===== src/design/pidaw_pkg.sv =====
`default_nettype none

package pidaw_pkg;

  localparam int DATA_W  = 32;
  localparam int UDATA_W = 31;
  localparam int IDX_W   = 3;

  typedef logic signed [DATA_W-1:0] data_t;
  typedef logic [UDATA_W-1:0]       udata_t;
  typedef logic [IDX_W-1:0]         reg_idx_t;

  // Register indexes on the configuration channel.
  localparam reg_idx_t REG_KP   = 3'd0;
  localparam reg_idx_t REG_KI   = 3'd1;
  localparam reg_idx_t REG_KD   = 3'd2;
  localparam reg_idx_t REG_TS   = 3'd3;
  localparam reg_idx_t REG_ITS  = 3'd4;
  localparam reg_idx_t REG_LIM  = 3'd5;
  localparam reg_idx_t REG_WRAP = 3'd6;

  localparam udata_t TS_RST  = 31'd1638;
  localparam udata_t ITS_RST = 31'd2621440;
  localparam udata_t LIM_RST = 31'd327680;

  localparam data_t DATA_MAX = 32'sh7FFF_FFFF;
  localparam data_t DATA_MIN = 32'sh8000_0000;

  // 180 and 360 degrees in Q16.16.
  localparam logic signed [33:0] HALF_TURN     = 34'sd11796480;
  localparam logic signed [33:0] NEG_HALF_TURN = -34'sd11796480;
  localparam logic signed [33:0] FULL_TURN     = 34'sd23592960;

  function automatic data_t sat34(input logic signed [33:0] v);
    if (v[33:31] == 3'b000 || v[33:31] == 3'b111) begin
      return v[31:0];
    end
    return v[33] ? DATA_MIN : DATA_MAX;
  endfunction

  // Q16.16 product: drop 16 fraction bits (floor), then saturate to 32 bits.
  function automatic data_t sat_prod(input logic signed [65:0] p);
    logic [18:0] upper;
    upper = p[65:47];
    if ((&upper) || !(|upper)) begin
      return p[47:16];
    end
    return p[65] ? DATA_MIN : DATA_MAX;
  endfunction

endpackage

`default_nettype wire


===== src/design/pidaw_cfg_if.sv =====
`default_nettype none

interface pidaw_cfg_if import pidaw_pkg::*; ();
  logic     valid;
  logic     ready;
  reg_idx_t index;
  data_t    data;

  modport source (output valid, output index, output data, input ready);
  modport sink   (input valid, input index, input data, output ready);
endinterface

`default_nettype wire


===== src/design/pidaw_in_if.sv =====
`default_nettype none

interface pidaw_in_if import pidaw_pkg::*; ();
  logic  valid;
  logic  ready;
  data_t target_value;
  data_t measured_value;

  modport source (output valid, output target_value, output measured_value, input ready);
  modport sink   (input valid, input target_value, input measured_value, output ready);
endinterface

`default_nettype wire


===== src/design/pidaw_out_if.sv =====
`default_nettype none

interface pidaw_out_if import pidaw_pkg::*; ();
  logic  valid;
  logic  ready;
  data_t drive_value;

  modport source (output valid, output drive_value, input ready);
  modport sink   (input valid, input drive_value, output ready);
endinterface

`default_nettype wire


===== src/design/pidaw_mul.sv =====
`default_nettype none

// Signed 33 x 33 bit-serial multiplier: one multiplier bit per cycle.
// done pulses in the cycle after the last step, with prod holding the exact product.
module pidaw_mul import pidaw_pkg::*; (
  input  logic               clk,
  input  logic               rst_n,
  input  logic               start,
  input  logic signed [32:0] a_in,
  input  logic signed [32:0] b_in,
  output logic               done,
  output logic signed [65:0] prod
);

  localparam int MUL_W = 33;
  localparam int CNT_W = $clog2(MUL_W);

  logic signed [32:0] a_r;
  logic signed [34:0] hi_r, hi_nxt;
  logic [32:0]        lo_r, lo_nxt;
  logic [CNT_W-1:0]   cnt_r;
  logic               busy_r;
  logic               done_r;

  logic               last;
  logic signed [34:0] a_ext;
  logic signed [34:0] addend;
  logic signed [34:0] psum;

  assign last  = (cnt_r == CNT_W'(MUL_W - 1));
  assign a_ext = $signed({{2{a_r[32]}}, a_r});

  always_comb begin
    // The top multiplier bit carries negative weight, so the last step subtracts.
    if (lo_r[0]) begin
      addend = last ? -a_ext : a_ext;
    end else begin
      addend = '0;
    end
    psum   = hi_r + addend;
    hi_nxt = $signed({psum[34], psum[34:1]});
    lo_nxt = {psum[0], lo_r[32:1]};
  end

  always_ff @(posedge clk) begin
    if (!rst_n) begin
      busy_r <= 1'b0;
      done_r <= 1'b0;
      cnt_r  <= '0;
    end else if (start) begin
      busy_r <= 1'b1;
      done_r <= 1'b0;
      cnt_r  <= '0;
    end else if (busy_r) begin
      cnt_r  <= cnt_r + 1'b1;
      busy_r <= !last;
      done_r <= last;
    end else begin
      done_r <= 1'b0;
    end
  end

  always_ff @(posedge clk) begin
    if (start) begin
      a_r  <= a_in;
      hi_r <= '0;
      lo_r <= b_in;
    end else if (busy_r) begin
      hi_r <= hi_nxt;
      lo_r <= lo_nxt;
    end
  end

  assign done = done_r;
  assign prod = $signed({hi_r[32:0], lo_r});

endmodule

`default_nettype wire


===== src/design/pid_step_with_angle_wrap.sv =====
`default_nettype none

// Channel   Dir  Beat contents
// cfg_chan  in   index (3 bits), data (32 bits)
// in_chan   in   target_value, measured_value (Q16.16 signed)
// out_chan  out  drive_value (Q16.16 signed, saturated)
//
// From acceptance to its result, an item makes five passes through one shared
// bit-serial multiplier, with a fold step for the error before them and an output step
// after them that saturates and loads the output register.
// A new item can be taken in the cycle after the result is loaded, while that result waits;
// the next result holds in the output step until the output register is free.
// Reset is synchronous, active low; it clears the integral and last error and loads
// the register defaults. Configuration beats are always taken.
module pid_step_with_angle_wrap import pidaw_pkg::*; (
  input  logic         clk,
  input  logic         rst_n,
  pidaw_cfg_if.sink    cfg_chan,
  pidaw_in_if.sink     in_chan,
  pidaw_out_if.source  out_chan
);

  typedef enum logic [7:0] {
    S_IDLE  = 8'b0000_0001,
    S_FOLD  = 8'b0000_0010,
    S_W_INT = 8'b0000_0100,
    S_W_DER = 8'b0000_1000,
    S_W_P   = 8'b0001_0000,
    S_W_I   = 8'b0010_0000,
    S_W_D   = 8'b0100_0000,
    S_OUT   = 8'b1000_0000
  } state_t;

  state_t state_r, state_nxt;

  data_t  kp_r, ki_r, kd_r;
  udata_t ts_r, its_r, lim_r;
  logic   wrap_r;

  data_t              integ_r, last_err_r, err_r, deriv_r, drive_r;
  logic signed [32:0] diff_r;
  logic signed [33:0] sum_r;
  logic               out_valid_r;

  logic               in_acc, out_free;
  logic               mul_start, mul_done;
  logic signed [32:0] mul_a, mul_b;
  logic signed [65:0] mul_prod;
  data_t              q;

  logic signed [33:0] d_ext, d_fold;
  data_t              err_nxt;
  logic signed [32:0] integ_sum;
  data_t              integ_sat, integ_nxt;
  logic signed [32:0] der_diff;
  logic signed [33:0] sum_add;

  assign cfg_chan.ready = 1'b1;

  always_ff @(posedge clk) begin
    if (!rst_n) begin
      kp_r   <= '0;
      ki_r   <= '0;
      kd_r   <= '0;
      ts_r   <= TS_RST;
      its_r  <= ITS_RST;
      lim_r  <= LIM_RST;
      wrap_r <= 1'b0;
    end else if (cfg_chan.valid) begin
      case (cfg_chan.index)
        REG_KP:   kp_r   <= cfg_chan.data;
        REG_KI:   ki_r   <= cfg_chan.data;
        REG_KD:   kd_r   <= cfg_chan.data;
        REG_TS:   ts_r   <= cfg_chan.data[30:0];
        REG_ITS:  its_r  <= cfg_chan.data[30:0];
        REG_LIM:  lim_r  <= cfg_chan.data[30:0];
        REG_WRAP: wrap_r <= cfg_chan.data[0];
        default: ;
      endcase
    end
  end

  assign in_chan.ready        = (state_r == S_IDLE);
  assign in_acc               = in_chan.valid && in_chan.ready;
  assign out_free             = !out_valid_r || out_chan.ready;
  assign out_chan.valid       = out_valid_r;
  assign out_chan.drive_value = drive_r;

  pidaw_mul u_mul (
    .clk   (clk),
    .rst_n (rst_n),
    .start (mul_start),
    .a_in  (mul_a),
    .b_in  (mul_b),
    .done  (mul_done),
    .prod  (mul_prod)
  );

  assign q = sat_prod(mul_prod);

  always_comb begin
    d_ext  = $signed({diff_r[32], diff_r});
    d_fold = d_ext;
    // The fold is applied once only, so a wide error may stay outside a half turn.
    if (wrap_r) begin
      if (d_ext < NEG_HALF_TURN) begin
        d_fold = d_ext + FULL_TURN;
      end else if (d_ext > HALF_TURN) begin
        d_fold = d_ext - FULL_TURN;
      end
    end
    err_nxt = sat34(d_fold);
  end

  always_comb begin
    integ_sum = $signed({integ_r[31], integ_r}) + $signed({q[31], q});
    integ_sat = sat34($signed({integ_sum[32], integ_sum}));
    // Only the positive side is limited; going over clears the integral.
    integ_nxt = ($signed({integ_sat[31], integ_sat}) > $signed({2'b00, lim_r})) ?
                '0 : integ_sat;
    der_diff  = $signed({err_r[31], err_r}) - $signed({last_err_r[31], last_err_r});
    sum_add   = sum_r + $signed({{2{q[31]}}, q});
  end

  always_comb begin
    state_nxt = state_r;
    mul_start = 1'b0;
    mul_a     = '0;
    mul_b     = '0;
    case (state_r)
      S_IDLE: begin
        if (in_acc) begin
          state_nxt = S_FOLD;
        end
      end
      S_FOLD: begin
        mul_start = 1'b1;
        mul_a     = $signed({err_nxt[31], err_nxt});
        mul_b     = $signed({2'b00, ts_r});
        state_nxt = S_W_INT;
      end
      S_W_INT: begin
        if (mul_done) begin
          mul_start = 1'b1;
          mul_a     = der_diff;
          mul_b     = $signed({2'b00, its_r});
          state_nxt = S_W_DER;
        end
      end
      S_W_DER: begin
        if (mul_done) begin
          mul_start = 1'b1;
          mul_a     = $signed({kp_r[31], kp_r});
          mul_b     = $signed({err_r[31], err_r});
          state_nxt = S_W_P;
        end
      end
      S_W_P: begin
        if (mul_done) begin
          mul_start = 1'b1;
          mul_a     = $signed({ki_r[31], ki_r});
          mul_b     = $signed({integ_r[31], integ_r});
          state_nxt = S_W_I;
        end
      end
      S_W_I: begin
        if (mul_done) begin
          mul_start = 1'b1;
          mul_a     = $signed({kd_r[31], kd_r});
          mul_b     = $signed({deriv_r[31], deriv_r});
          state_nxt = S_W_D;
        end
      end
      S_W_D: begin
        if (mul_done) begin
          state_nxt = S_OUT;
        end
      end
      S_OUT: begin
        if (out_free) begin
          state_nxt = S_IDLE;
        end
      end
      default: state_nxt = S_IDLE;
    endcase
  end

  always_ff @(posedge clk) begin
    if (!rst_n) begin
      state_r     <= S_IDLE;
      out_valid_r <= 1'b0;
      integ_r     <= '0;
      last_err_r  <= '0;
    end else begin
      state_r <= state_nxt;
      if (state_r == S_W_INT && mul_done) begin
        integ_r <= integ_nxt;
      end
      if (state_r == S_OUT && out_free) begin
        out_valid_r <= 1'b1;
        last_err_r  <= err_r;
      end else if (out_chan.ready) begin
        out_valid_r <= 1'b0;
      end
    end
  end

  always_ff @(posedge clk) begin
    if (in_acc) begin
      diff_r <= $signed({in_chan.target_value[31], in_chan.target_value})
              - $signed({in_chan.measured_value[31], in_chan.measured_value});
    end
    if (state_r == S_FOLD) begin
      err_r <= err_nxt;
    end
    if (state_r == S_W_DER && mul_done) begin
      deriv_r <= q;
    end
    if (state_r == S_W_P && mul_done) begin
      sum_r <= $signed({{2{q[31]}}, q});
    end
    if ((state_r == S_W_I || state_r == S_W_D) && mul_done) begin
      sum_r <= sum_add;
    end
    if (state_r == S_OUT && out_free) begin
      drive_r <= sat34(sum_r);
    end
  end

  a_accept_to_fold: assert property (@(posedge clk) disable iff (!rst_n)
    in_acc |=> state_r == S_FOLD)
    else $error("accepted beat did not move to the fold step");

  a_done_in_wait: assert property (@(posedge clk) disable iff (!rst_n)
    mul_done |-> (state_r == S_W_INT || state_r == S_W_DER || state_r == S_W_P ||
                  state_r == S_W_I || state_r == S_W_D))
    else $error("multiplier finished outside a wait step");

  a_result_from_out: assert property (@(posedge clk) disable iff (!rst_n)
    $rose(out_valid_r) |-> $past(state_r == S_OUT))
    else $error("result appeared without passing the output step");

  a_integ_limited: assert property (@(posedge clk) disable iff (!rst_n)
    state_r == S_W_DER |-> !($signed({integ_r[31], integ_r}) > $signed({2'b00, lim_r})))
    else $error("integral above its limit after update");

endmodule

`default_nettype wire

===== src/flat_wrapper.sv =====
// flat-port wrapper written by rule: the top's interface ports become plain ports
module pid_step_with_angle_wrap_flat import pidaw_pkg::*;
  (clk, rst_n, cfg_chan_valid, cfg_chan_index, cfg_chan_data, cfg_chan_ready, in_chan_valid, in_chan_target_value, in_chan_measured_value, in_chan_ready, out_chan_valid, out_chan_drive_value, out_chan_ready);
  pidaw_cfg_if cfg_chan_i ();
  pidaw_in_if in_chan_i ();
  pidaw_out_if out_chan_i ();
  input  logic clk;
  input  logic rst_n;
  input wire logic [$bits(cfg_chan_i.valid)-1:0] cfg_chan_valid;
  input wire logic [$bits(cfg_chan_i.index)-1:0] cfg_chan_index;
  input wire logic [$bits(cfg_chan_i.data)-1:0] cfg_chan_data;
  output wire logic [$bits(cfg_chan_i.ready)-1:0] cfg_chan_ready;
  input wire logic [$bits(in_chan_i.valid)-1:0] in_chan_valid;
  input wire logic [$bits(in_chan_i.target_value)-1:0] in_chan_target_value;
  input wire logic [$bits(in_chan_i.measured_value)-1:0] in_chan_measured_value;
  output wire logic [$bits(in_chan_i.ready)-1:0] in_chan_ready;
  output wire logic [$bits(out_chan_i.valid)-1:0] out_chan_valid;
  output wire logic [$bits(out_chan_i.drive_value)-1:0] out_chan_drive_value;
  input wire logic [$bits(out_chan_i.ready)-1:0] out_chan_ready;
  assign cfg_chan_i.valid = cfg_chan_valid;
  assign cfg_chan_i.index = cfg_chan_index;
  assign cfg_chan_i.data = cfg_chan_data;
  assign cfg_chan_ready = cfg_chan_i.ready;
  assign in_chan_i.valid = in_chan_valid;
  assign in_chan_i.target_value = in_chan_target_value;
  assign in_chan_i.measured_value = in_chan_measured_value;
  assign in_chan_ready = in_chan_i.ready;
  assign out_chan_valid = out_chan_i.valid;
  assign out_chan_drive_value = out_chan_i.drive_value;
  assign out_chan_i.ready = out_chan_ready;
  pid_step_with_angle_wrap u_core (.clk(clk), .rst_n(rst_n), .cfg_chan(cfg_chan_i), .in_chan(in_chan_i), .out_chan(out_chan_i));
endmodule

===== config.mk =====
export PLATFORM = sky130hd
export DESIGN_NAME = pid_step_with_angle_wrap_flat
export DESIGN_NICKNAME = d
export VERILOG_FILES = /design/src/design/pidaw_pkg.sv /design/src/design/pidaw_cfg_if.sv /design/src/design/pidaw_in_if.sv /design/src/design/pidaw_out_if.sv /design/src/design/pidaw_mul.sv /design/src/design/pid_step_with_angle_wrap.sv /design/src/flat_wrapper.sv
export SDC_FILE = /design/constraint.sdc
export NUM_CORES = 2
export LEC_CHECK = 0
export BUFFER_PORTS_ARGS = -buffer_cell sky130_fd_sc_hd__buf_2
export CORE_MARGIN = 2
export CORE_UTILIZATION = 57
export CTS_CLUSTER_DIAMETER = 150
export DETAILED_ROUTE_END_ITERATION = 7
export PLACE_DENSITY = 0.89
export SYNTH_ARGS = -nofsm -noshare
export SYNTH_HDL_FRONTEND = slang
export SYNTH_SLANG_ARGS = --single-unit

===== constraint.sdc =====
create_clock -name clk -period 5.84 [get_ports clk]
set_input_delay 1.752 -clock clk [delete_from_list [all_inputs] [get_ports clk]]
set_output_delay 1.752 -clock clk [all_outputs]
set_load 0.03 [all_outputs]

After elaboration in Yosys (flattened, before gate mapping)
Cells that the tools add are included.
{"block": "word_totals", "reg_bits": 534, "latch_bits": 0, "ramBits": 0, "mem_bits_ro": 0, "inputBits": 104, "output_inout_bits": 35, "elab_cells": 147, "mem_count": 0}
{"block": "op_classes", "n_addsub": 9, "multipliers": 0, "n_div": 0, "order_cmp": 3, "eq_ne": 25, "shift": 0, "muxes": 51, "n_bitwise": 2, "reduce_logical": 35}
{"cell": "$mux W32", "count": 13}
{"cell": "$pmux W33 S5", "count": 2}
{"cell": "$mux W33", "count": 9}
{"cell": "$mux W34", "count": 5}
{"cell": "$mux W35", "count": 2}
{"cell": "$sub A32 B32 Y33", "count": 2}
{"cell": "$pmux W8 S8", "count": 1}
{"cell": "$mux W8", "count": 7}
{"cell": "$add A34 B35 Y35", "count": 1}
{"cell": "$neg A33 Y35", "count": 1}
{"cell": "$add A33 B26 Y34 const B", "count": 1}
{"cell": "$add A34 B32 Y34", "count": 1}
{"cell": "$sub A33 B26 Y34 const B", "count": 1}
{"cell": "$add A32 B32 Y33", "count": 1}
{"cell": "$gt A33 B25 Y1 const B", "count": 1}
{"cell": "$lt A33 B25 Y1 const B", "count": 1}
{"cell": "$gt A32 B32 Y1", "count": 1}
{"cell": "$mux W31", "count": 1}
{"cell": "$reduce_and A19 Y1", "count": 1}
{"cell": "$reduce_or A19 Y1", "count": 1}
{"cell": "$eq A3 B3 Y1 const B", "count": 6}
{"cell": "$reduce_and A2 Y1", "count": 7}
{"cell": "$logic_not A3 Y1", "count": 4}
{"cell": "$ne A2 B2 Y1 const B", "count": 6}
{"cell": "24 further kinds", "count": 49}

Longest topological paths before layout
{"block": "depth", "ltp_word": 12, "depth_mapped": 33, "depth_no_buf": 30}

Hierarchy
From an unflattened synthesis, not the netlist that was laid out.
{"block": "hier_totals", "hier_cells": 3720, "area_unflattened_um2": 32802.7}
{"module": "pid_step_with_angle_wrap", "n_inst": 1, "cells_per_inst": 3024, "area_per_inst_um2": 25901.1, "seq_area_each_um2": 10159.7}
{"module": "pidaw_mul", "n_inst": 1, "cells_per_inst": 696, "area_per_inst_um2": 6901.6, "seq_area_each_um2": 2822.7}

Worst setup path before layout
OpenSTA, ideal clock, no wires.
{"block": "synth_timing", "path_type": "reg-to-reg", "startpoint": "reg u_core.u_mul.hi_r[32]", "endpoint": "reg u_core.integ_r[3]", "setup_time_ns": 0.120, "arrival_ns": 6.352, "required_ns": 5.720, "slack_ns": -0.632, "stages_incl_launch_ff": 32, "n_path_buf": 5, "period_less_slack_ns": 6.472, "path_cell_list": "dfxtp_1 clkbuf_1 nor4_1 nand4_1 o41ai_1 nor2_1 clkbuf_1 a21oi_1 inv_1 ha_1 a211oi_1 o211ai_1 nand3_1 a211oi_2 o311ai_2 o211a_1 a21oi_2 mux2i_1 buf_2 clkbuf_1 o21ai_0 ha_1 nand4_1 nor3_1 a211oi_1 o21ai_0 nand2_1 a21oi_1 a31o_2 buf_1 nor3_1 a211o_1"}
{"block": "synth_between", "elab_chain_len": 12, "elab_cells_between_ends": 17, "cone_classes": "add/sub: 1; order compare: 1; eq/ne: 1; mux: 8; reduce/logical: 6"}
{"element": "start: declaration", "line_no": "pidaw_mul.sv:19", "text": "logic signed [34:0] hi_r, hi_nxt;"}
{"element": "start signal: assignment", "line_no": "pidaw_mul.sv:69", "text": "hi_r <= hi_nxt;"}
{"element": "$reduce_or A19 Y1", "line_no": "pidaw_pkg.sv:45", "text": "if ((&upper) || !(|upper)) begin"}
{"element": "$logic_not A1 Y1", "line_no": "pidaw_pkg.sv:45"}
{"element": "$logic_or A1 B1 Y1", "line_no": "pidaw_pkg.sv:45"}
{"element": "$mux W1", "line_no": "pidaw_pkg.sv:45"}
{"element": "$mux W32 *", "line_no": "pidaw_pkg.sv:48", "text": "return p[65] ? DATA_MIN : DATA_MAX;"}
{"element": "named net u_core.q[1]", "line_no": "pid_step_with_angle_wrap.sv:49", "text": "data_t q;"}
{"element": "$add A32 B32 Y33 *", "line_no": "pid_step_with_angle_wrap.sv:116", "text": "integ_sum = $signed({integ_r[31], integ_r}) + $signed({q[31], q});"}
{"element": "$eq A3 B3 Y1 or $logic_not A3 Y1 (tied branches)", "line_no": "pidaw_pkg.sv:35", "text": "if (v[33:31] == 3'b000 || v[33:31] == 3'b111) begin"}
{"element": "$logic_or A1 B1 Y1", "line_no": "pidaw_pkg.sv:35"}
{"element": "$mux W1", "line_no": "pidaw_pkg.sv:35"}
{"element": "$mux W32 *", "line_no": "pidaw_pkg.sv:38", "text": "return v[33] ? DATA_MIN : DATA_MAX;"}
{"element": "$gt A32 B32 Y1", "line_no": "pid_step_with_angle_wrap.sv:119", "text": "integ_nxt = ($signed({integ_sat[31], integ_sat}) > $signed({2'b00, lim_r})) ?"}
{"element": "$mux W32 *", "line_no": "pid_step_with_angle_wrap.sv:119"}
{"element": "end signal: assignment", "line_no": "pid_step_with_angle_wrap.sv:197", "text": "integ_r <= integ_nxt;"}
{"element": "end: declaration", "line_no": "pid_step_with_angle_wrap.sv:40", "text": "data_t integ_r, last_err_r, err_r, deriv_r, drive_r;"}
Mark *: on every way through the listed nets, which the timed path passes. The rest lies on a longest branch. The select of a mux whose other input is x is not followed.
A chain may end at the register's enable or synchronous reset.

Worst setup path in the final report
{"block": "layout_timing", "startpoint": "reg u_core.u_mul.hi_r[17]", "endpoint": "reg u_core.integ_r[20]"}
{"block": "layout_between", "elab_chain_len": 12, "elab_cells_between_ends": 16, "cone_classes": "add/sub: 1; order compare: 1; eq/ne: 1; mux: 7; reduce/logical: 6"}
{"element": "$reduce_or A19 Y1", "line_no": "pidaw_pkg.sv:45"}
{"element": "$logic_not A1 Y1", "line_no": "pidaw_pkg.sv:45"}
{"element": "$logic_or A1 B1 Y1 *", "line_no": "pidaw_pkg.sv:45"}
{"element": "$mux W1 *", "line_no": "pidaw_pkg.sv:45"}
{"element": "$mux W32 *", "line_no": "pidaw_pkg.sv:48"}
{"element": "named net u_core.q[22]", "line_no": "pid_step_with_angle_wrap.sv:49"}
{"element": "$add A32 B32 Y33 *", "line_no": "pid_step_with_angle_wrap.sv:116"}
{"element": "$eq A3 B3 Y1 or $logic_not A3 Y1 (tied branches)", "line_no": "pidaw_pkg.sv:35"}
{"element": "$logic_or A1 B1 Y1", "line_no": "pidaw_pkg.sv:35"}
{"element": "$mux W1", "line_no": "pidaw_pkg.sv:35"}
{"element": "$mux W32 *", "line_no": "pidaw_pkg.sv:38"}
{"element": "$gt A32 B32 Y1", "line_no": "pid_step_with_angle_wrap.sv:119"}
{"element": "$mux W32 *", "line_no": "pid_step_with_angle_wrap.sv:119"}
Marked as above.

==> metrics.yaml <==
worst_hold_path:
  hold_path.class: "reg -> reg"
  hold_path_depth: 2
routing:
  top_layer_used: "met4"
  met2_length_um: 43400
  drt-vias-per-instance: 6.30
  drtPass1Iterations: 8
  routed_wl_um: 98700
  wl_per_cell_um: 21.0
  drc: 4
  drt_iter0_markers: 3680
  wl_met3_um: 11400
  ant_nets: 0
  wl_met1_um: 37600
  vias: 29600
power_and_ir_drop:
  clkPwrFrac_pct: 22.2
  p_int_mw: 10.1
  p_per_area_nw_per_um2: 451
  ir_drop_mv: 0.365
  p_leak_nw: 14.5
  finalPower_mw: 16.7
  p_seq_share_pct: 27.2
  pwr-share-comb_pct: 50.7
  swShare_pct: 39.4
  p_switching_mw: 6.58
worst_setup_path:
  worstPathRequired_ps: 6360
  critPathKind: "reg -> reg"
  slowest_delay_ps: 360
  worst_setup_path_end_kind: "flop"
  arrival_ps: 6670
  worst-path-buf-inv: 8
  path_depth: 32
  start_kind: "flop"
  reg2reg_depth: 32
  cp_max_fo: 15
  crit_top_cell: "buf_12"
  slowest_stage: "dfxtp_2"
  critical_path.top_delay_family: "compound AO/OA/AOI/OAI gates"
sta:
  worstMarginPinSlew_ps: 1230
  fin_crit_ps: 6150
  grt_setup_unrepaired: "true"
  setup_violations: 31
  report.final.slew_viol_count: 0
  hold_slack_ps: 463
  finalClockSkew_ps: 14.4
  hold_violations: 0
  min_period_over_period_pct: 105
  setup_tns_ps: -7860
  slew_headroom_pct: 17.8
  worst_slack_ps: -313
  max_freq_mhz: 163
clocking:
  cts_buffers: 55
  htreeDepth: 2
  ctsHoldBuffers: 0
  clockRootBuffer: "clkbuf_16"
  clock-sinks: 534
  cts_tree: "yes"
  clockBufferDepth: 3
  clock_latency_ps: 640
  clkTransAtPathRegs_ps: 60
global_routing:
  overflow: 0
  track_usage_pct: 33.3
  grt_pass1_vias: 27600
  grt_pass1_wl_um: 151000
  grt_antenna_before_repair: 1
  grt_max_degree: 155
synthesis:
  yosys-top-cells-area: "edfxtp_1, dfxtp_1, ha_1"
  yosys.cell_types.count: 97
  seq_area_frac_synth_pct: 40.6
  avgSynthCellArea_um2: 8.73
  syn_inst: 3666
  async_reset_ff_share_pct: 0
  yosysWarnings: 0
  synth_area_um2: 32000
  synth-seq-cells: 534
  synth_ff_type: "dfxtp_1"
  synth_top_area_share_pct: 21.5
  synth_edf_count: 229
  yosys.area.top_type: "edfxtp_1"
  synth_nets: 3976
run:
  drv_cap: 0
die:
  fp.dieH_um: 241
  start_util_pct: 57.8
  num_rows: 86
  core_area_um2: 55300
  ios: 139
  die-area_um2: 58000
  die_w_um: 241
run_status:
  violations: "DRC, setup timing"
  outcome: "finished with violations"
placed_design:
  port_buffers: 137
  gp_congestion: 0.980
  place_hpwl_um: 69700
  place_inst: 4578
  placed_area_um2: 34700
finish:
  nNetsFinal: 4216
  stdcell_count: 4703
  fillers: 4154
  final_cell_mix: "nand2_1, nor2_1, dfxtp_1"
  area_delta_synth_final_pct: 15.8
  final_layout_size_suffix_gt1_share_pct: 14.8
  final_cell_area_um2: 37000
  layout_commonest_cell: "nand2_1"
power groups by stage:
stage,registers [mW],clock network [mW],logic (mW)
6_report,4.53,3.70,8.46
5_1_grt,4.54,3.83,9.09
4_1_cts,4.51,3.71,8.03
3_5_place_dp,4.57,0,7.78
3_3_place_gp,4.56,0,7.58
2_1_floorplan,4.49,0,4.78
routing by layer:
metal / up-vias / global-route usage [%]
met3: 382 / 6.94
met4: 0 / 18.1
met2: 1735 / 52.1
li1: 13600 / -
met5: - / 0
met1: 13900 / 43.3
cells by family after synthesis:
logic type	count (synthesis)	share of synthesized area, %
DFF	534	40.6
and+or+nand+nor	1290	17.7
xor gates and xnor gates	183	5.01
adders and majority gates	206	8.17
AOI/OAI and AO/OA	1057	22.8
muxes	40	1.28
other	1	0.0117
buffers and inverters	355	4.37
Yosys cell counts, types with 78 or more instances:
cell type	number
o21ai_0	146
nand2_1	623
xor2_1	78
xnor2_1	105
edfxtp_1	229
inv_1	170
ha_1	201
a21boi_0	229
a21oi_1	202
dfxtp_1	305
clkbuf_1	151
a21o_1	106
nor2_1	322
worst min-delay path: stages (launching register included):
cell and delay, ps:
dfxtp_1 310, nand2_1 50, a21boi_0 60
worst paths after layout:
path	end	startpoint	slack (ps)
worst max-delay path	u_core.integ_r[20]	u_core.u_mul.hi_r[17]	-310
worst min-delay path	u_core.lim_r[3]	u_core.lim_r[3]	460
worst max register to register	u_core.integ_r[20]	u_core.u_mul.hi_r[17]	-310
worst min register to register	u_core.lim_r[3]	u_core.lim_r[3]	460
what timing repair did:
action                                  CTS  global route
gates resized for setup                  36            34
setup buffers                            10             9
endpoints found under the setup margin   31            31
cloned                                    1             0
pin swaps                                37            23
metrics by stage:
step           utilization, %  worst slack [ps]
2_1_floorplan               -             -43.1
3_3_place_gp             62.7              -288
3_5_place_dp             62.7              -323
4_1_cts                  66.6              -172
5_1_grt                  67.0              -570
6_report                 67.0              -313
layout make-up:
type,instances,area (µm²),share of cell area (%)
Multi-Input combinational cell,2778,18000,48.6
Sequential cell,534,13000,35.1
Timing Repair Buffer,365,2540,6.85
Clock buffer,81,1600,4.31
Tap cell,748,936,2.53
Inverter,172,648,1.75
Clock inverter,23,299,0.807
Antenna cell,2,5.00,0.0135
registers in the layout, summed over array words and instances, names as in the netlist, 32 cells and up:
register / count
u_core.deriv_r: 32
u_core.diff_r: 33
u_core.err_r: 32
u_core.integ_r: 32
u_core.kd_r: 32
u_core.ki_r: 32
u_core.kp_r: 32
u_core.last_err_r: 32
u_core.out_chan.drive_value: 32
u_core.sum_r: 34
u_core.u_mul.a_r: 33
u_core.u_mul.hi_r: 34
u_core.u_mul.lo_r: 33
(Power assumes the default switching activity.)
